==> config.mk <==
export PLATFORM = sky130hd
export DESIGN_NAME = rip_packet_parser_core
export DESIGN_NICKNAME = d
export VERILOG_FILES = /design/src/hw/rtl/rpp_pkg.sv /design/src/hw/rtl/rpp_front.sv /design/src/hw/rtl/rpp_queue.sv /design/src/hw/rtl/rpp_back.sv /design/src/hw/rtl/rip_packet_parser_core.sv
export SDC_FILE = /design/constraint.sdc
export NUM_CORES = 2
export LEC_CHECK = 0
export BUFFER_PORTS_ARGS = -buffer_cell sky130_fd_sc_hd__buf_2
export CAP_MARGIN = 20
export CORE_MARGIN = 3
export CORE_UTILIZATION = 30
export DETAILED_ROUTE_END_ITERATION = 6
export HOLD_SLACK_MARGIN = 0.02
export PLACE_DENSITY_LB_ADDON = 0.1
export REMOVE_ABC_BUFFERS = 1
export SYNTH_ARGS = -nofsm -noshare
export SYNTH_HDL_FRONTEND = slang
export SYNTH_SLANG_ARGS = --single-unit
export TNS_END_PERCENT = 100
==> constraint.sdc <==
create_clock -name clock -period 10 [get_ports clock]
set_input_delay 1.5 -clock clock [delete_from_list [all_inputs] [get_ports clock]]
set_output_delay 1.5 -clock clock [all_outputs]
set_load 0.01 [all_outputs]
==> src/hw/rtl/rpp_pkg.sv <==
`timescale 1ns / 1ps
// Shared constants, result codes and the job record for the RIP packet parser.
// Used by every module of the parser; depends on nothing.

package rpp_pkg;

   localparam logic [4:0] MAX_ENTRIES = 5'd25;

   localparam int QUEUE_DEPTH = 4;
   localparam int QUEUE_AW    = 2;

   localparam logic [3:0] ERR_NONE      = 4'd0;
   localparam logic [3:0] ERR_TRUNCATED = 4'd1;
   localparam logic [3:0] ERR_COMMAND   = 4'd2;
   localparam logic [3:0] ERR_VERSION   = 4'd3;
   localparam logic [3:0] ERR_ZERO      = 4'd4;
   localparam logic [3:0] ERR_FAMILY    = 4'd5;
   localparam logic [3:0] ERR_TAG       = 4'd6;
   localparam logic [3:0] ERR_MASK      = 4'd7;
   localparam logic [3:0] ERR_METRIC    = 4'd8;
   localparam logic [3:0] ERR_TOO_MANY  = 4'd9;

   localparam logic [7:0] CMD_REQUEST  = 8'd1;
   localparam logic [7:0] CMD_RESPONSE = 8'd2;
   localparam logic [7:0] RIP_VERSION  = 8'd2;
   localparam logic [7:0] FAMILY_NONE  = 8'd0;
   localparam logic [7:0] FAMILY_INET  = 8'd2;
   localparam logic [7:0] METRIC_MAX   = 8'd16;

   localparam logic KIND_ENTRY   = 1'b0;
   localparam logic KIND_VERDICT = 1'b1;

   localparam logic [4:0] ENTRY_FAMILY_HI = 5'd0;
   localparam logic [4:0] ENTRY_FAMILY_LO = 5'd1;
   localparam logic [4:0] ENTRY_TAG_HI    = 5'd2;
   localparam logic [4:0] ENTRY_TAG_LO    = 5'd3;
   localparam logic [4:0] ENTRY_DATA      = 5'd4;
   localparam logic [4:0] ENTRY_MASK_LAST = 5'd11;
   localparam logic [4:0] ENTRY_LAST      = 5'd19;

   // Reciprocal of five scaled by 2**16; exact for dividends below 2**14.
   localparam logic [13:0] DIV5_RECIP = 14'd13108;

   typedef struct packed {
      logic        entry_valid;
      logic        verdict_valid;
      logic [4:0]  entry_index;
      logic [31:0] route_addr;
      logic [31:0] route_mask;
      logic [31:0] next_hop;
      logic [31:0] route_metric;
      logic [7:0]  rip_command;
      logic [3:0]  first_error;
      logic        truncated;
      logic [15:0] ip_length;
      logic [3:0]  header_words;
   } rpp_job_type;

endpackage

==> src/hw/rtl/rpp_front.sv <==
`timescale 1ns / 1ps
// Byte parser: walks the IP, UDP and RIP headers and route entries one byte a cycle when
// the queue has room. Produces one job per byte that causes results. Depends on rpp_pkg.

module rpp_front import rpp_pkg::*; (
   input  logic        clock,
   input  logic        reset,
   input  logic        req_valid,
   output logic        req_ready,
   input  logic [7:0]  req_data_byte,
   input  logic        req_end_of_buffer,
   input  logic        queue_full,
   output logic        job_push,
   output rpp_job_type job
);

   logic [15:0] pos_ff, pos_in;
   logic [3:0]  hw_ff, hw_in;
   logic [15:0] total_ff, total_in;
   logic [7:0]  cmd_ff, cmd_in;
   logic [4:0]  k_ff, k_in;
   logic [63:0] s0_ff, s0_in;
   logic [63:0] s1_ff, s1_in;
   logic [4:0]  done_ff, done_in;
   logic [3:0]  ferr_ff, ferr_in;

   logic        accept;
   logic [7:0]  b;
   logic [3:0]  hw_cur;
   logic [6:0]  start_pos;
   logic [6:0]  base_pos;
   logic [15:0] start16;
   logic [16:0] entry_end;
   logic        in_region;
   logic [3:0]  step_err;
   logic [3:0]  ferr_next;
   logic [15:0] total_next;
   logic [7:0]  cmd_next;
   logic [63:0] s0_next;
   logic [63:0] s1_next;
   logic [4:0]  k_next;
   logic [4:0]  done_next;
   logic [3:0]  lane;
   logic [31:0] mask_be;
   logic [31:0] mask_inv;
   logic        mask_ok;
   logic        metric_ok;
   logic        entry_emit;
   logic [16:0] received;
   logic        truncated;

   assign req_ready = !queue_full;
   assign accept    = req_valid && req_ready;
   assign b         = req_data_byte;

   always_comb begin
      hw_cur    = (pos_ff == 16'd0) ? b[3:0] : hw_ff;
      start_pos = {1'b0, hw_cur, 2'b00} + 7'd8;
      base_pos  = start_pos + 7'd4;
      start16   = {9'd0, start_pos};
      entry_end = {1'b0, pos_ff} - {12'd0, k_ff} + 17'd20;
      in_region = (pos_ff >= {9'd0, base_pos}) && (entry_end <= {1'b0, total_ff}) &&
                  (done_ff < MAX_ENTRIES);

      mask_be   = {s0_ff[39:32], s0_ff[47:40], s0_ff[55:48], b};
      mask_inv  = ~mask_be;
      mask_ok   = (mask_inv & (mask_inv + 32'd1)) == 32'd0;
      metric_ok = (s1_ff[55:32] == 24'd0) && (b != 8'd0) && (b <= METRIC_MAX);
      lane      = 4'(k_ff - ENTRY_DATA);

      step_err   = ERR_NONE;
      total_next = total_ff;
      cmd_next   = cmd_ff;
      s0_next    = s0_ff;
      s1_next    = s1_ff;
      k_next     = k_ff;
      done_next  = done_ff;

      if (pos_ff == 16'd2) begin
         total_next = {b, total_ff[7:0]};
      end
      if (pos_ff == 16'd3) begin
         total_next = {total_ff[15:8], b};
      end
      if (pos_ff == start16) begin
         cmd_next = b;
         if (b != CMD_REQUEST && b != CMD_RESPONSE) begin
            step_err = ERR_COMMAND;
         end
      end
      if (pos_ff == start16 + 16'd1) begin
         if (b != RIP_VERSION) begin
            step_err = ERR_VERSION;
         end
      end
      if (pos_ff == start16 + 16'd2 || pos_ff == start16 + 16'd3) begin
         if (b != 8'd0) begin
            step_err = ERR_ZERO;
         end
      end

      if (in_region) begin
         case (k_ff)
            ENTRY_FAMILY_HI: begin
               if (b != 8'd0) begin
                  step_err = ERR_FAMILY;
               end
            end
            ENTRY_FAMILY_LO: begin
               if (cmd_ff == CMD_REQUEST) begin
                  if (b != FAMILY_NONE) begin
                     step_err = ERR_FAMILY;
                  end
               end else if (cmd_ff == CMD_RESPONSE) begin
                  if (b != FAMILY_INET) begin
                     step_err = ERR_FAMILY;
                  end
               end else begin
                  step_err = ERR_FAMILY;
               end
            end
            ENTRY_TAG_HI, ENTRY_TAG_LO: begin
               if (b != 8'd0) begin
                  step_err = ERR_TAG;
               end
            end
            default: begin
               if (lane[3]) begin
                  s1_next[{lane[2:0], 3'b000} +: 8] = b;
               end else begin
                  s0_next[{lane[2:0], 3'b000} +: 8] = b;
               end
               if (k_ff == ENTRY_MASK_LAST && !mask_ok) begin
                  step_err = ERR_MASK;
               end
               if (k_ff == ENTRY_LAST && !metric_ok) begin
                  step_err = ERR_METRIC;
               end
            end
         endcase
         if (k_ff == ENTRY_LAST) begin
            k_next    = 5'd0;
            done_next = done_ff + 5'd1;
         end else begin
            k_next = k_ff + 5'd1;
         end
      end

      ferr_next  = (ferr_ff != ERR_NONE) ? ferr_ff : step_err;
      entry_emit = in_region && (k_ff == ENTRY_LAST) && (ferr_next == ERR_NONE);
      received   = {1'b0, pos_ff} + 17'd1;
      truncated  = ({1'b0, total_next} > received) ||
                   (received < {10'd0, start_pos} + 17'd4);

      job.entry_valid   = entry_emit;
      job.verdict_valid = req_end_of_buffer;
      job.entry_index   = done_ff;
      job.route_addr    = s0_next[31:0];
      job.route_mask    = s0_next[63:32];
      job.next_hop      = s1_next[31:0];
      job.route_metric  = s1_next[63:32];
      job.rip_command   = cmd_next;
      job.first_error   = ferr_next;
      job.truncated     = truncated;
      job.ip_length     = total_next;
      job.header_words  = hw_cur;
      job_push          = accept && (entry_emit || req_end_of_buffer);

      pos_in   = pos_ff;
      hw_in    = hw_ff;
      total_in = total_ff;
      cmd_in   = cmd_ff;
      k_in     = k_ff;
      s0_in    = s0_ff;
      s1_in    = s1_ff;
      done_in  = done_ff;
      ferr_in  = ferr_ff;
      if (accept) begin
         if (req_end_of_buffer) begin
            pos_in   = '0;
            hw_in    = '0;
            total_in = '0;
            cmd_in   = '0;
            k_in     = '0;
            s0_in    = '0;
            s1_in    = '0;
            done_in  = '0;
            ferr_in  = ERR_NONE;
         end else begin
            pos_in   = (pos_ff != 16'hffff) ? pos_ff + 16'd1 : pos_ff;
            hw_in    = hw_cur;
            total_in = total_next;
            cmd_in   = cmd_next;
            k_in     = k_next;
            s0_in    = s0_next;
            s1_in    = s1_next;
            done_in  = done_next;
            ferr_in  = ferr_next;
         end
      end
   end

   always_ff @(posedge clock) begin
      if (reset) begin
         pos_ff   <= '0;
         hw_ff    <= '0;
         total_ff <= '0;
         cmd_ff   <= '0;
         k_ff     <= '0;
         s0_ff    <= '0;
         s1_ff    <= '0;
         done_ff  <= '0;
         ferr_ff  <= ERR_NONE;
      end else begin
         pos_ff   <= pos_in;
         hw_ff    <= hw_in;
         total_ff <= total_in;
         cmd_ff   <= cmd_in;
         k_ff     <= k_in;
         s0_ff    <= s0_in;
         s1_ff    <= s1_in;
         done_ff  <= done_in;
         ferr_ff  <= ferr_in;
      end
   end

endmodule

==> src/hw/rtl/rpp_queue.sv <==
`timescale 1ns / 1ps
// Short first-in first-out queue of parser jobs between the byte parser and the result stage.
// Depends on rpp_pkg.

module rpp_queue import rpp_pkg::*; (
   input  logic        clock,
   input  logic        reset,
   input  logic        push,
   input  rpp_job_type push_job,
   output logic        full,
   input  logic        pop,
   output rpp_job_type pop_job,
   output logic        empty
);

   rpp_job_type               data_ff [QUEUE_DEPTH];
   logic [QUEUE_AW-1:0]       wr_ptr_ff, wr_ptr_in;
   logic [QUEUE_AW-1:0]       rd_ptr_ff, rd_ptr_in;
   logic [QUEUE_AW:0]         count_ff, count_in;

   assign full    = count_ff == (QUEUE_AW + 1)'(QUEUE_DEPTH);
   assign empty   = count_ff == '0;
   assign pop_job = data_ff[rd_ptr_ff];

   always_comb begin
      wr_ptr_in = push ? wr_ptr_ff + 1'b1 : wr_ptr_ff;
      rd_ptr_in = pop ? rd_ptr_ff + 1'b1 : rd_ptr_ff;
      count_in  = count_ff;
      if (push && !pop) begin
         count_in = count_ff + 1'b1;
      end else if (pop && !push) begin
         count_in = count_ff - 1'b1;
      end
   end

   always_ff @(posedge clock) begin
      if (push) begin
         data_ff[wr_ptr_ff] <= push_job;
      end
   end

   always_ff @(posedge clock) begin
      if (reset) begin
         wr_ptr_ff <= '0;
         rd_ptr_ff <= '0;
         count_ff  <= '0;
      end else begin
         wr_ptr_ff <= wr_ptr_in;
         rd_ptr_ff <= rd_ptr_in;
         count_ff  <= count_in;
      end
   end

`ifndef SYNTHESIS
   a_no_overflow: assert property (@(posedge clock) disable iff (reset)
      full |-> !push || pop)
      else $error("job queue written while full");

   a_no_underflow: assert property (@(posedge clock) disable iff (reset)
      pop |-> !empty)
      else $error("job queue read while empty");
`endif

endmodule

==> src/hw/rtl/rpp_back.sv <==
`timescale 1ns / 1ps
// Result stage: derives the entry count from the total length and header size,
// then sends the entry and verdict words of each job. Depends on rpp_pkg.

module rpp_back import rpp_pkg::*; (
   input  logic        clock,
   input  logic        reset,
   input  logic        queue_empty,
   input  rpp_job_type queue_job,
   output logic        queue_pop,
   output logic        rsp_valid,
   input  logic        rsp_ready,
   output logic        rsp_result_kind,
   output logic [4:0]  rsp_entry_index,
   output logic [31:0] rsp_route_addr,
   output logic [31:0] rsp_route_mask,
   output logic [31:0] rsp_next_hop,
   output logic [31:0] rsp_route_metric,
   output logic [7:0]  rsp_rip_command,
   output logic        rsp_packet_ok,
   output logic [3:0]  rsp_error_code,
   output logic [4:0]  rsp_entry_total,
   output logic        rsp_last_of_run
);

   logic        s1_valid_ff, s1_valid_in;
   rpp_job_type s1_job_ff, s1_job_in;
   logic [13:0] s1_quot4_ff, s1_quot4_in;
   logic        s1_short_ff, s1_short_in;

   logic        s2_valid_ff, s2_valid_in;
   rpp_job_type s2_job_ff, s2_job_in;
   logic [11:0] s2_cnt_ff, s2_cnt_in;
   logic        s2_sent_ff, s2_sent_in;

   logic        rsp_valid_ff, rsp_valid_in;
   logic        kind_ff, kind_in;
   logic [4:0]  index_ff, index_in;
   logic [31:0] addr_ff, addr_in;
   logic [31:0] mask_ff, mask_in;
   logic [31:0] hop_ff, hop_in;
   logic [31:0] metric_ff, metric_in;
   logic [7:0]  command_ff, command_in;
   logic        ok_ff, ok_in;
   logic [3:0]  error_ff, error_in;
   logic [4:0]  total_ff, total_in;
   logic        last_ff, last_in;

   logic [6:0]  base_len;
   logic [16:0] body_len;
   logic [27:0] product;
   logic        out_free;
   logic        entry_pending;
   logic        s2_emit;
   logic        s2_done;
   logic        s2_take;
   logic        s1_take;
   logic        too_many;
   logic [4:0]  count_capped;
   logic [3:0]  verdict_err;

   always_comb begin
      out_free      = !rsp_valid_ff || rsp_ready;
      entry_pending = s2_job_ff.entry_valid && !s2_sent_ff;
      s2_emit       = s2_valid_ff && out_free;
      s2_done       = s2_emit && !(entry_pending && s2_job_ff.verdict_valid);
      s2_take       = !s2_valid_ff || s2_done;
      s1_take       = !s1_valid_ff || s2_take;
      queue_pop     = !queue_empty && s1_take;

      base_len    = {1'b0, queue_job.header_words, 2'b00} + 7'd12;
      body_len    = {1'b0, queue_job.ip_length} - {10'd0, base_len};
      s1_valid_in = s1_take ? !queue_empty : s1_valid_ff;
      s1_job_in   = s1_take ? queue_job : s1_job_ff;
      s1_quot4_in = s1_take ? body_len[15:2] : s1_quot4_ff;
      s1_short_in = s1_take ? body_len[16] : s1_short_ff;

      product     = s1_quot4_ff * DIV5_RECIP;
      s2_valid_in = s2_take ? s1_valid_ff : s2_valid_ff;
      s2_job_in   = s2_take ? s1_job_ff : s2_job_ff;
      s2_cnt_in   = s2_take ? (s1_short_ff ? 12'd0 : product[27:16]) : s2_cnt_ff;
      s2_sent_in  = s2_take ? 1'b0 : (s2_emit ? 1'b1 : s2_sent_ff);

      too_many     = s2_cnt_ff > {7'd0, MAX_ENTRIES};
      count_capped = too_many ? MAX_ENTRIES : s2_cnt_ff[4:0];
      if (s2_job_ff.truncated) begin
         verdict_err = ERR_TRUNCATED;
      end else if (s2_job_ff.first_error != ERR_NONE) begin
         verdict_err = s2_job_ff.first_error;
      end else if (too_many) begin
         verdict_err = ERR_TOO_MANY;
      end else begin
         verdict_err = ERR_NONE;
      end

      rsp_valid_in = out_free ? s2_valid_ff : rsp_valid_ff;
      kind_in      = kind_ff;
      index_in     = index_ff;
      addr_in      = addr_ff;
      mask_in      = mask_ff;
      hop_in       = hop_ff;
      metric_in    = metric_ff;
      command_in   = command_ff;
      ok_in        = ok_ff;
      error_in     = error_ff;
      total_in     = total_ff;
      last_in      = last_ff;
      if (s2_emit) begin
         command_in = s2_job_ff.rip_command;
         if (entry_pending) begin
            kind_in   = KIND_ENTRY;
            index_in  = s2_job_ff.entry_index;
            addr_in   = s2_job_ff.route_addr;
            mask_in   = s2_job_ff.route_mask;
            hop_in    = s2_job_ff.next_hop;
            metric_in = s2_job_ff.route_metric;
            ok_in     = 1'b0;
            error_in  = ERR_NONE;
            total_in  = 5'd0;
            last_in   = !s2_job_ff.verdict_valid;
         end else begin
            kind_in   = KIND_VERDICT;
            index_in  = 5'd0;
            addr_in   = 32'd0;
            mask_in   = 32'd0;
            hop_in    = 32'd0;
            metric_in = 32'd0;
            ok_in     = verdict_err == ERR_NONE;
            error_in  = verdict_err;
            total_in  = count_capped;
            last_in   = 1'b1;
         end
      end
   end

   always_ff @(posedge clock) begin
      if (reset) begin
         s1_valid_ff  <= 1'b0;
         s2_valid_ff  <= 1'b0;
         s2_sent_ff   <= 1'b0;
         rsp_valid_ff <= 1'b0;
      end else begin
         s1_valid_ff  <= s1_valid_in;
         s2_valid_ff  <= s2_valid_in;
         s2_sent_ff   <= s2_sent_in;
         rsp_valid_ff <= rsp_valid_in;
      end
   end

   always_ff @(posedge clock) begin
      s1_job_ff   <= s1_job_in;
      s1_quot4_ff <= s1_quot4_in;
      s1_short_ff <= s1_short_in;
      s2_job_ff   <= s2_job_in;
      s2_cnt_ff   <= s2_cnt_in;
      kind_ff     <= kind_in;
      index_ff    <= index_in;
      addr_ff     <= addr_in;
      mask_ff     <= mask_in;
      hop_ff      <= hop_in;
      metric_ff   <= metric_in;
      command_ff  <= command_in;
      ok_ff       <= ok_in;
      error_ff    <= error_in;
      total_ff    <= total_in;
      last_ff     <= last_in;
   end

   assign rsp_valid        = rsp_valid_ff;
   assign rsp_result_kind  = kind_ff;
   assign rsp_entry_index  = index_ff;
   assign rsp_route_addr   = addr_ff;
   assign rsp_route_mask   = mask_ff;
   assign rsp_next_hop     = hop_ff;
   assign rsp_route_metric = metric_ff;
   assign rsp_rip_command  = command_ff;
   assign rsp_packet_ok    = ok_ff;
   assign rsp_error_code   = error_ff;
   assign rsp_entry_total  = total_ff;
   assign rsp_last_of_run  = last_ff;

`ifndef SYNTHESIS
   a_verdict_last: assert property (@(posedge clock) disable iff (reset)
      rsp_valid && rsp_result_kind == KIND_VERDICT |-> rsp_last_of_run)
      else $error("verdict word without last mark");

   a_verdict_ok: assert property (@(posedge clock) disable iff (reset)
      rsp_valid && rsp_result_kind == KIND_VERDICT |->
      rsp_packet_ok == (rsp_error_code == ERR_NONE))
      else $error("verdict status disagrees with error code");

   a_entry_clean: assert property (@(posedge clock) disable iff (reset)
      rsp_valid && rsp_result_kind == KIND_ENTRY |->
      !rsp_packet_ok && rsp_error_code == ERR_NONE && rsp_entry_index < MAX_ENTRIES)
      else $error("entry word carries verdict fields or bad index");
`endif

endmodule

==> src/hw/rtl/rip_packet_parser_core.sv <==
`timescale 1ns / 1ps
// Top level of the RIPv2 packet parser: byte parser, job queue and result stage.
// Depends on rpp_pkg, rpp_front, rpp_queue and rpp_back.

// The parser takes one datagram byte per cycle on the req_ channel with no gaps required,
// and sends one word per route entry that passes every check, followed by a verdict word
// on the final byte of the buffer. Each byte is parsed in the cycle it is accepted; bytes
// that produce words place a job into a four-deep queue, and the result stage moves it
// through its s1, s2 and output registers to the rsp_ outputs; the multiply from length
// to entry count lies between s1 and s2. A final byte that closes an entry yields two
// words and holds s2 until both are sent. Input stalls only when the queue is full.

module rip_packet_parser_core import rpp_pkg::*; (
   input  logic        clock,
   input  logic        reset,
   input  logic        req_valid,
   output logic        req_ready,
   input  logic [7:0]  req_data_byte,
   input  logic        req_end_of_buffer,
   output logic        rsp_valid,
   input  logic        rsp_ready,
   output logic        rsp_result_kind,
   output logic [4:0]  rsp_entry_index,
   output logic [31:0] rsp_route_addr,
   output logic [31:0] rsp_route_mask,
   output logic [31:0] rsp_next_hop,
   output logic [31:0] rsp_route_metric,
   output logic [7:0]  rsp_rip_command,
   output logic        rsp_packet_ok,
   output logic [3:0]  rsp_error_code,
   output logic [4:0]  rsp_entry_total,
   output logic        rsp_last_of_run
);

   logic        job_push;
   rpp_job_type push_job;
   logic        queue_full;
   logic        queue_pop;
   logic        queue_empty;
   rpp_job_type pop_job;

   rpp_front u_front (
      .clock             (clock),
      .reset             (reset),
      .req_valid         (req_valid),
      .req_ready         (req_ready),
      .req_data_byte     (req_data_byte),
      .req_end_of_buffer (req_end_of_buffer),
      .queue_full        (queue_full),
      .job_push          (job_push),
      .job               (push_job)
   );

   rpp_queue u_queue (
      .clock    (clock),
      .reset    (reset),
      .push     (job_push),
      .push_job (push_job),
      .full     (queue_full),
      .pop      (queue_pop),
      .pop_job  (pop_job),
      .empty    (queue_empty)
   );

   rpp_back u_back (
      .clock            (clock),
      .reset            (reset),
      .queue_empty      (queue_empty),
      .queue_job        (pop_job),
      .queue_pop        (queue_pop),
      .rsp_valid        (rsp_valid),
      .rsp_ready        (rsp_ready),
      .rsp_result_kind  (rsp_result_kind),
      .rsp_entry_index  (rsp_entry_index),
      .rsp_route_addr   (rsp_route_addr),
      .rsp_route_mask   (rsp_route_mask),
      .rsp_next_hop     (rsp_next_hop),
      .rsp_route_metric (rsp_route_metric),
      .rsp_rip_command  (rsp_rip_command),
      .rsp_packet_ok    (rsp_packet_ok),
      .rsp_error_code   (rsp_error_code),
      .rsp_entry_total  (rsp_entry_total),
      .rsp_last_of_run  (rsp_last_of_run)
   );

endmodule

==> impl_metrics.toml <==
[status]
status = "finished clean"

[worst_setup_path]
cp-start-kind = "flop"
critPathKind = "reg -> reg"
slowest_stage = "and2_4"
cp-end-kind = "flop"
crit_fanout = 46
cpMostUsedCell = "nor2_1"
crit_arrival_ns = 8.40
path_buf_inv = 3
cp_slowest_stage_delay_ns = 0.89
required_ns = 10.46
critical-path-top-delay-family = "compound AO/OA/AOI/OAI gates"

[floorplan]
io_pins = 168
core_area_sq_um = 183000
fp-row-count = 157
die_area_sq_um = 190000
die_h_microns = 436
start_util = 0.302
die_w_microns = 436

[yosys]
yosys.area.top_type_share = 0.620
ys_types = 74
yosysWarnings = 0
synth_top_area_cell = "edfxtp_1"
ys.flop_type = "edfxtp_1"
synth-seq-cells = 1343
synthTopCellsByArea = "edfxtp_1 (62%), dfxtp_1 (7.2%), mux4_2 (6.8%)"
syn_inst = 3435
ys_async_sr_fraction = 0
syn_area_per_cell_sq_um = 16.1
ys_seq_area_frac = 0.692
synth_area_sq_um = 55400
synth_edf_count = 1144

[global_route]
grt_pass1_vias = 30900
grt_pass1_wl_microns = 211000
gr-usage-all-layers = 0.148
grt_overflow = 0
antenna_found_initial = 7
grt_max_degree = 96

[sta]
fin_skew_ns = 0.0251
hold_viol = 0
max_freq_mhz = 126
slew-limit-headroom = 0.274
worstMarginPinSlew_ns = 1.09
setup_viol = 0
rsz0062_at_grt = "false"
fin_crit_sh = 0.794
fin_crit_ns = 7.94
final.setup.worst_slack_ns = 2.06
fin_tns_setup_ns = 0
slew_violations = 0

[cts]
cts_resized = 0
cts.path.max_buffers = 3
cts_max_level = 4
clock-sinks = 1343
clock_latency_ns = 0.79
root_buffer = "clkbuf_16"
numCtsBuffers = 153
postCtsSetupBuffers = 0
path_clk_slew_ns = 0.07
holdBufCountCts = 0
cts_tree = "yes"

[placed_design]
gp_congestion = 0.777
dpl_cell_area_sq_um = 59400
post-dp-hpwl_microns = 90000
place_ws_ns = 2.20
dp_cells = 5965
port_buffers = 167

[layout]
nFillCells = 17400
nNetsFinal = 3920
instances_no_fill = 6256
drive_gt1_frac = 0.200
fin_area_sq_um = 64400
final_common_cell = "edfxtp_1"
syn_to_final_growth_pct = 16.2
postLayoutCoreUtil = 0.351
final_cell_mix = "edfxtp_1 (1144), inv_1 (264), ha_1 (201), dfxtp_1 (197), mux4_2 (167)"

[pwr]
leakage_nw = 22.6
pwr-share-comb = 0.381
pwr-share-seq = 0.366
switchingPower_w = 0.00738
intPower_w = 0.0145
swShare = 0.337
power_density_nw_per_um2 = 340
irDropWorstVdd_mv = 0.918
power_frac_clock = 0.254

[routing]
vias = 29400
dr.pass1.iters = 5
route.detailed.drc = 0
drtIter0Drc = 1918
wire_per_inst_microns = 22.5
final_antenna_net_count = 0
drt-total-wl_microns = 141000
vias_per_cell = 4.71

[min_path]
min_path_type = "reg -> reg"

[job]
max-cap-violations = 0
==> cell usage after synthesis (8+ instances only) <==
cell	n
o32ai_1	108
mux4_2	167
nand3_1	48
clkbuf_1	133
xor2_1	29
a22oi_1	50
or3_1	15
and3_1	11
fa_1	50
buf_1	26
nor3_1	32
nand4_1	24
nand3b_1	9
mux2_2	108
or4_1	8
and2_1	148
xnor2_1	40
o21a_1	8
a21o_1	15
nand2b_1	13
ha_1	201
o21ai_0	95
edfxtp_1	1144
nor4_1	17
dfxtp_1	199
a31oi_1	10
a21oi_1	80
inv_1	265
nand2_1	123
nor2_1	138
nor2b_1	12
==> area by class of cell <==
| cell class | instances | area [sq um] | area share |
|---|---|---|---|
| timing repair buffer | 230 | 1460 | 0.0227 |
| tap | 2464 | 3080 | 0.0479 |
| inverter | 266 | 1000 | 0.0156 |
| clock inverter | 83 | 776 | 0.0120 |
| multi-input combinational | 1662 | 15500 | 0.241 |
| sequential | 1343 | 38300 | 0.596 |
| clock buffer | 204 | 4200 | 0.0653 |
| antenna | 4 | 10.0 | 0.000155 |
==> per-layer routing <==
layer	vias to the layer above	global-route usage	part of all wire
li1	13600	-	-
met1	15100	0.207	0.47
met2	561	0.240	0.47
met3	196	0.0241	0.036
met4	2	0.0406	0.021
met5	-	0	0.000092
==> cell families (layout without fill, tap and decap cells) <==
family | count (synthesis) | count (layout) | synth area share
AO/OA/AOI/OAI | 439 | 439 | 0.0559
XOR/XNOR | 69 | 69 | 0.0109
adder cells (fa/ha/maj) | 251 | 251 | 0.0634
buffers and inverters | 430 | 783 | 0.0292
flip-flops | 1343 | 1343 | 0.692
multiplexers | 282 | 282 | 0.0912
other | 0 | 4 | 0
AND/OR/NAND/NOR | 621 | 621 | 0.0577
==> registers in the layout (all words and copies together), names as in the netlist, 3 cells and up, named ones only <==
register / flops
u_queue.data_ff: 668
u_back.rsp_entry_index: 5
u_front.hw_ff: 4
u_back.s2_job_ff: 148
u_back.rsp_route_mask: 32
u_front.s1_ff: 64
u_front.k_ff: 5
u_back.rsp_rip_command: 8
u_back.rsp_entry_total: 5
u_front.total_ff: 16
u_back.rsp_route_metric: 32
u_front.ferr_ff: 4
u_front.s0_ff: 64
u_back.rsp_route_addr: 32
u_front.pos_ff: 16
u_back.rsp_error_code: 4
u_back.s2_cnt_ff: 12
u_back.rsp_next_hop: 32
u_back.s1_quot4_ff: 14
u_queue.count_ff: 3
u_front.cmd_ff: 8
u_front.done_ff: 5
u_back.s1_job_ff: 148
==> through the flow <==
step	hold WS, ns	power, W
2_1_floorplan	0.400	0.0146
3_3_place_gp	0.401	0.0167
3_5_place_dp	0.405	0.0166
4_1_cts	0.409	0.0224
5_1_grt	0.408	0.0238
6_report	0.414	0.0219
==> final timing paths <==
kind                         from                      to  slack [ns]  depth (start not counted)
max             u_front.pos_ff[2]  u_queue.data_ff[0][56]        2.06                         26
min reg2reg  u_back.s1_job_ff[95]    u_back.s2_job_ff[95]        0.41                          0
max reg2reg     u_front.pos_ff[2]  u_queue.data_ff[0][56]        2.06                         26
min          u_back.s1_job_ff[95]    u_back.s2_job_ff[95]        0.41                          0
==> power groups by stage <==
stage | Clock, W | Combinational [W] | Sequential [W]
final | 0.00554 | 0.00832 | 0.00799
after detailed placement | 0 | 0.00851 | 0.00814
after global placement | 0 | 0.00855 | 0.00813
after CTS | 0.00574 | 0.00861 | 0.00803
after floorplan | 0 | 0.00633 | 0.00822
after global routing | 0.00596 | 0.00971 | 0.00811
==> worst register-to-register path, delay by kind of cell, from the launching register on <==
kind	cells	cell delay, ns
buffers and inverters	3	0.61
flip-flops	1	0.46
AND/OR/NAND/NOR	8	2.54
AO/OA/AOI/OAI	11	3.03
adder cells (fa/ha/maj)	3	0.89
XOR/XNOR	1	0.08
Power figures use the tool's default switching activity.
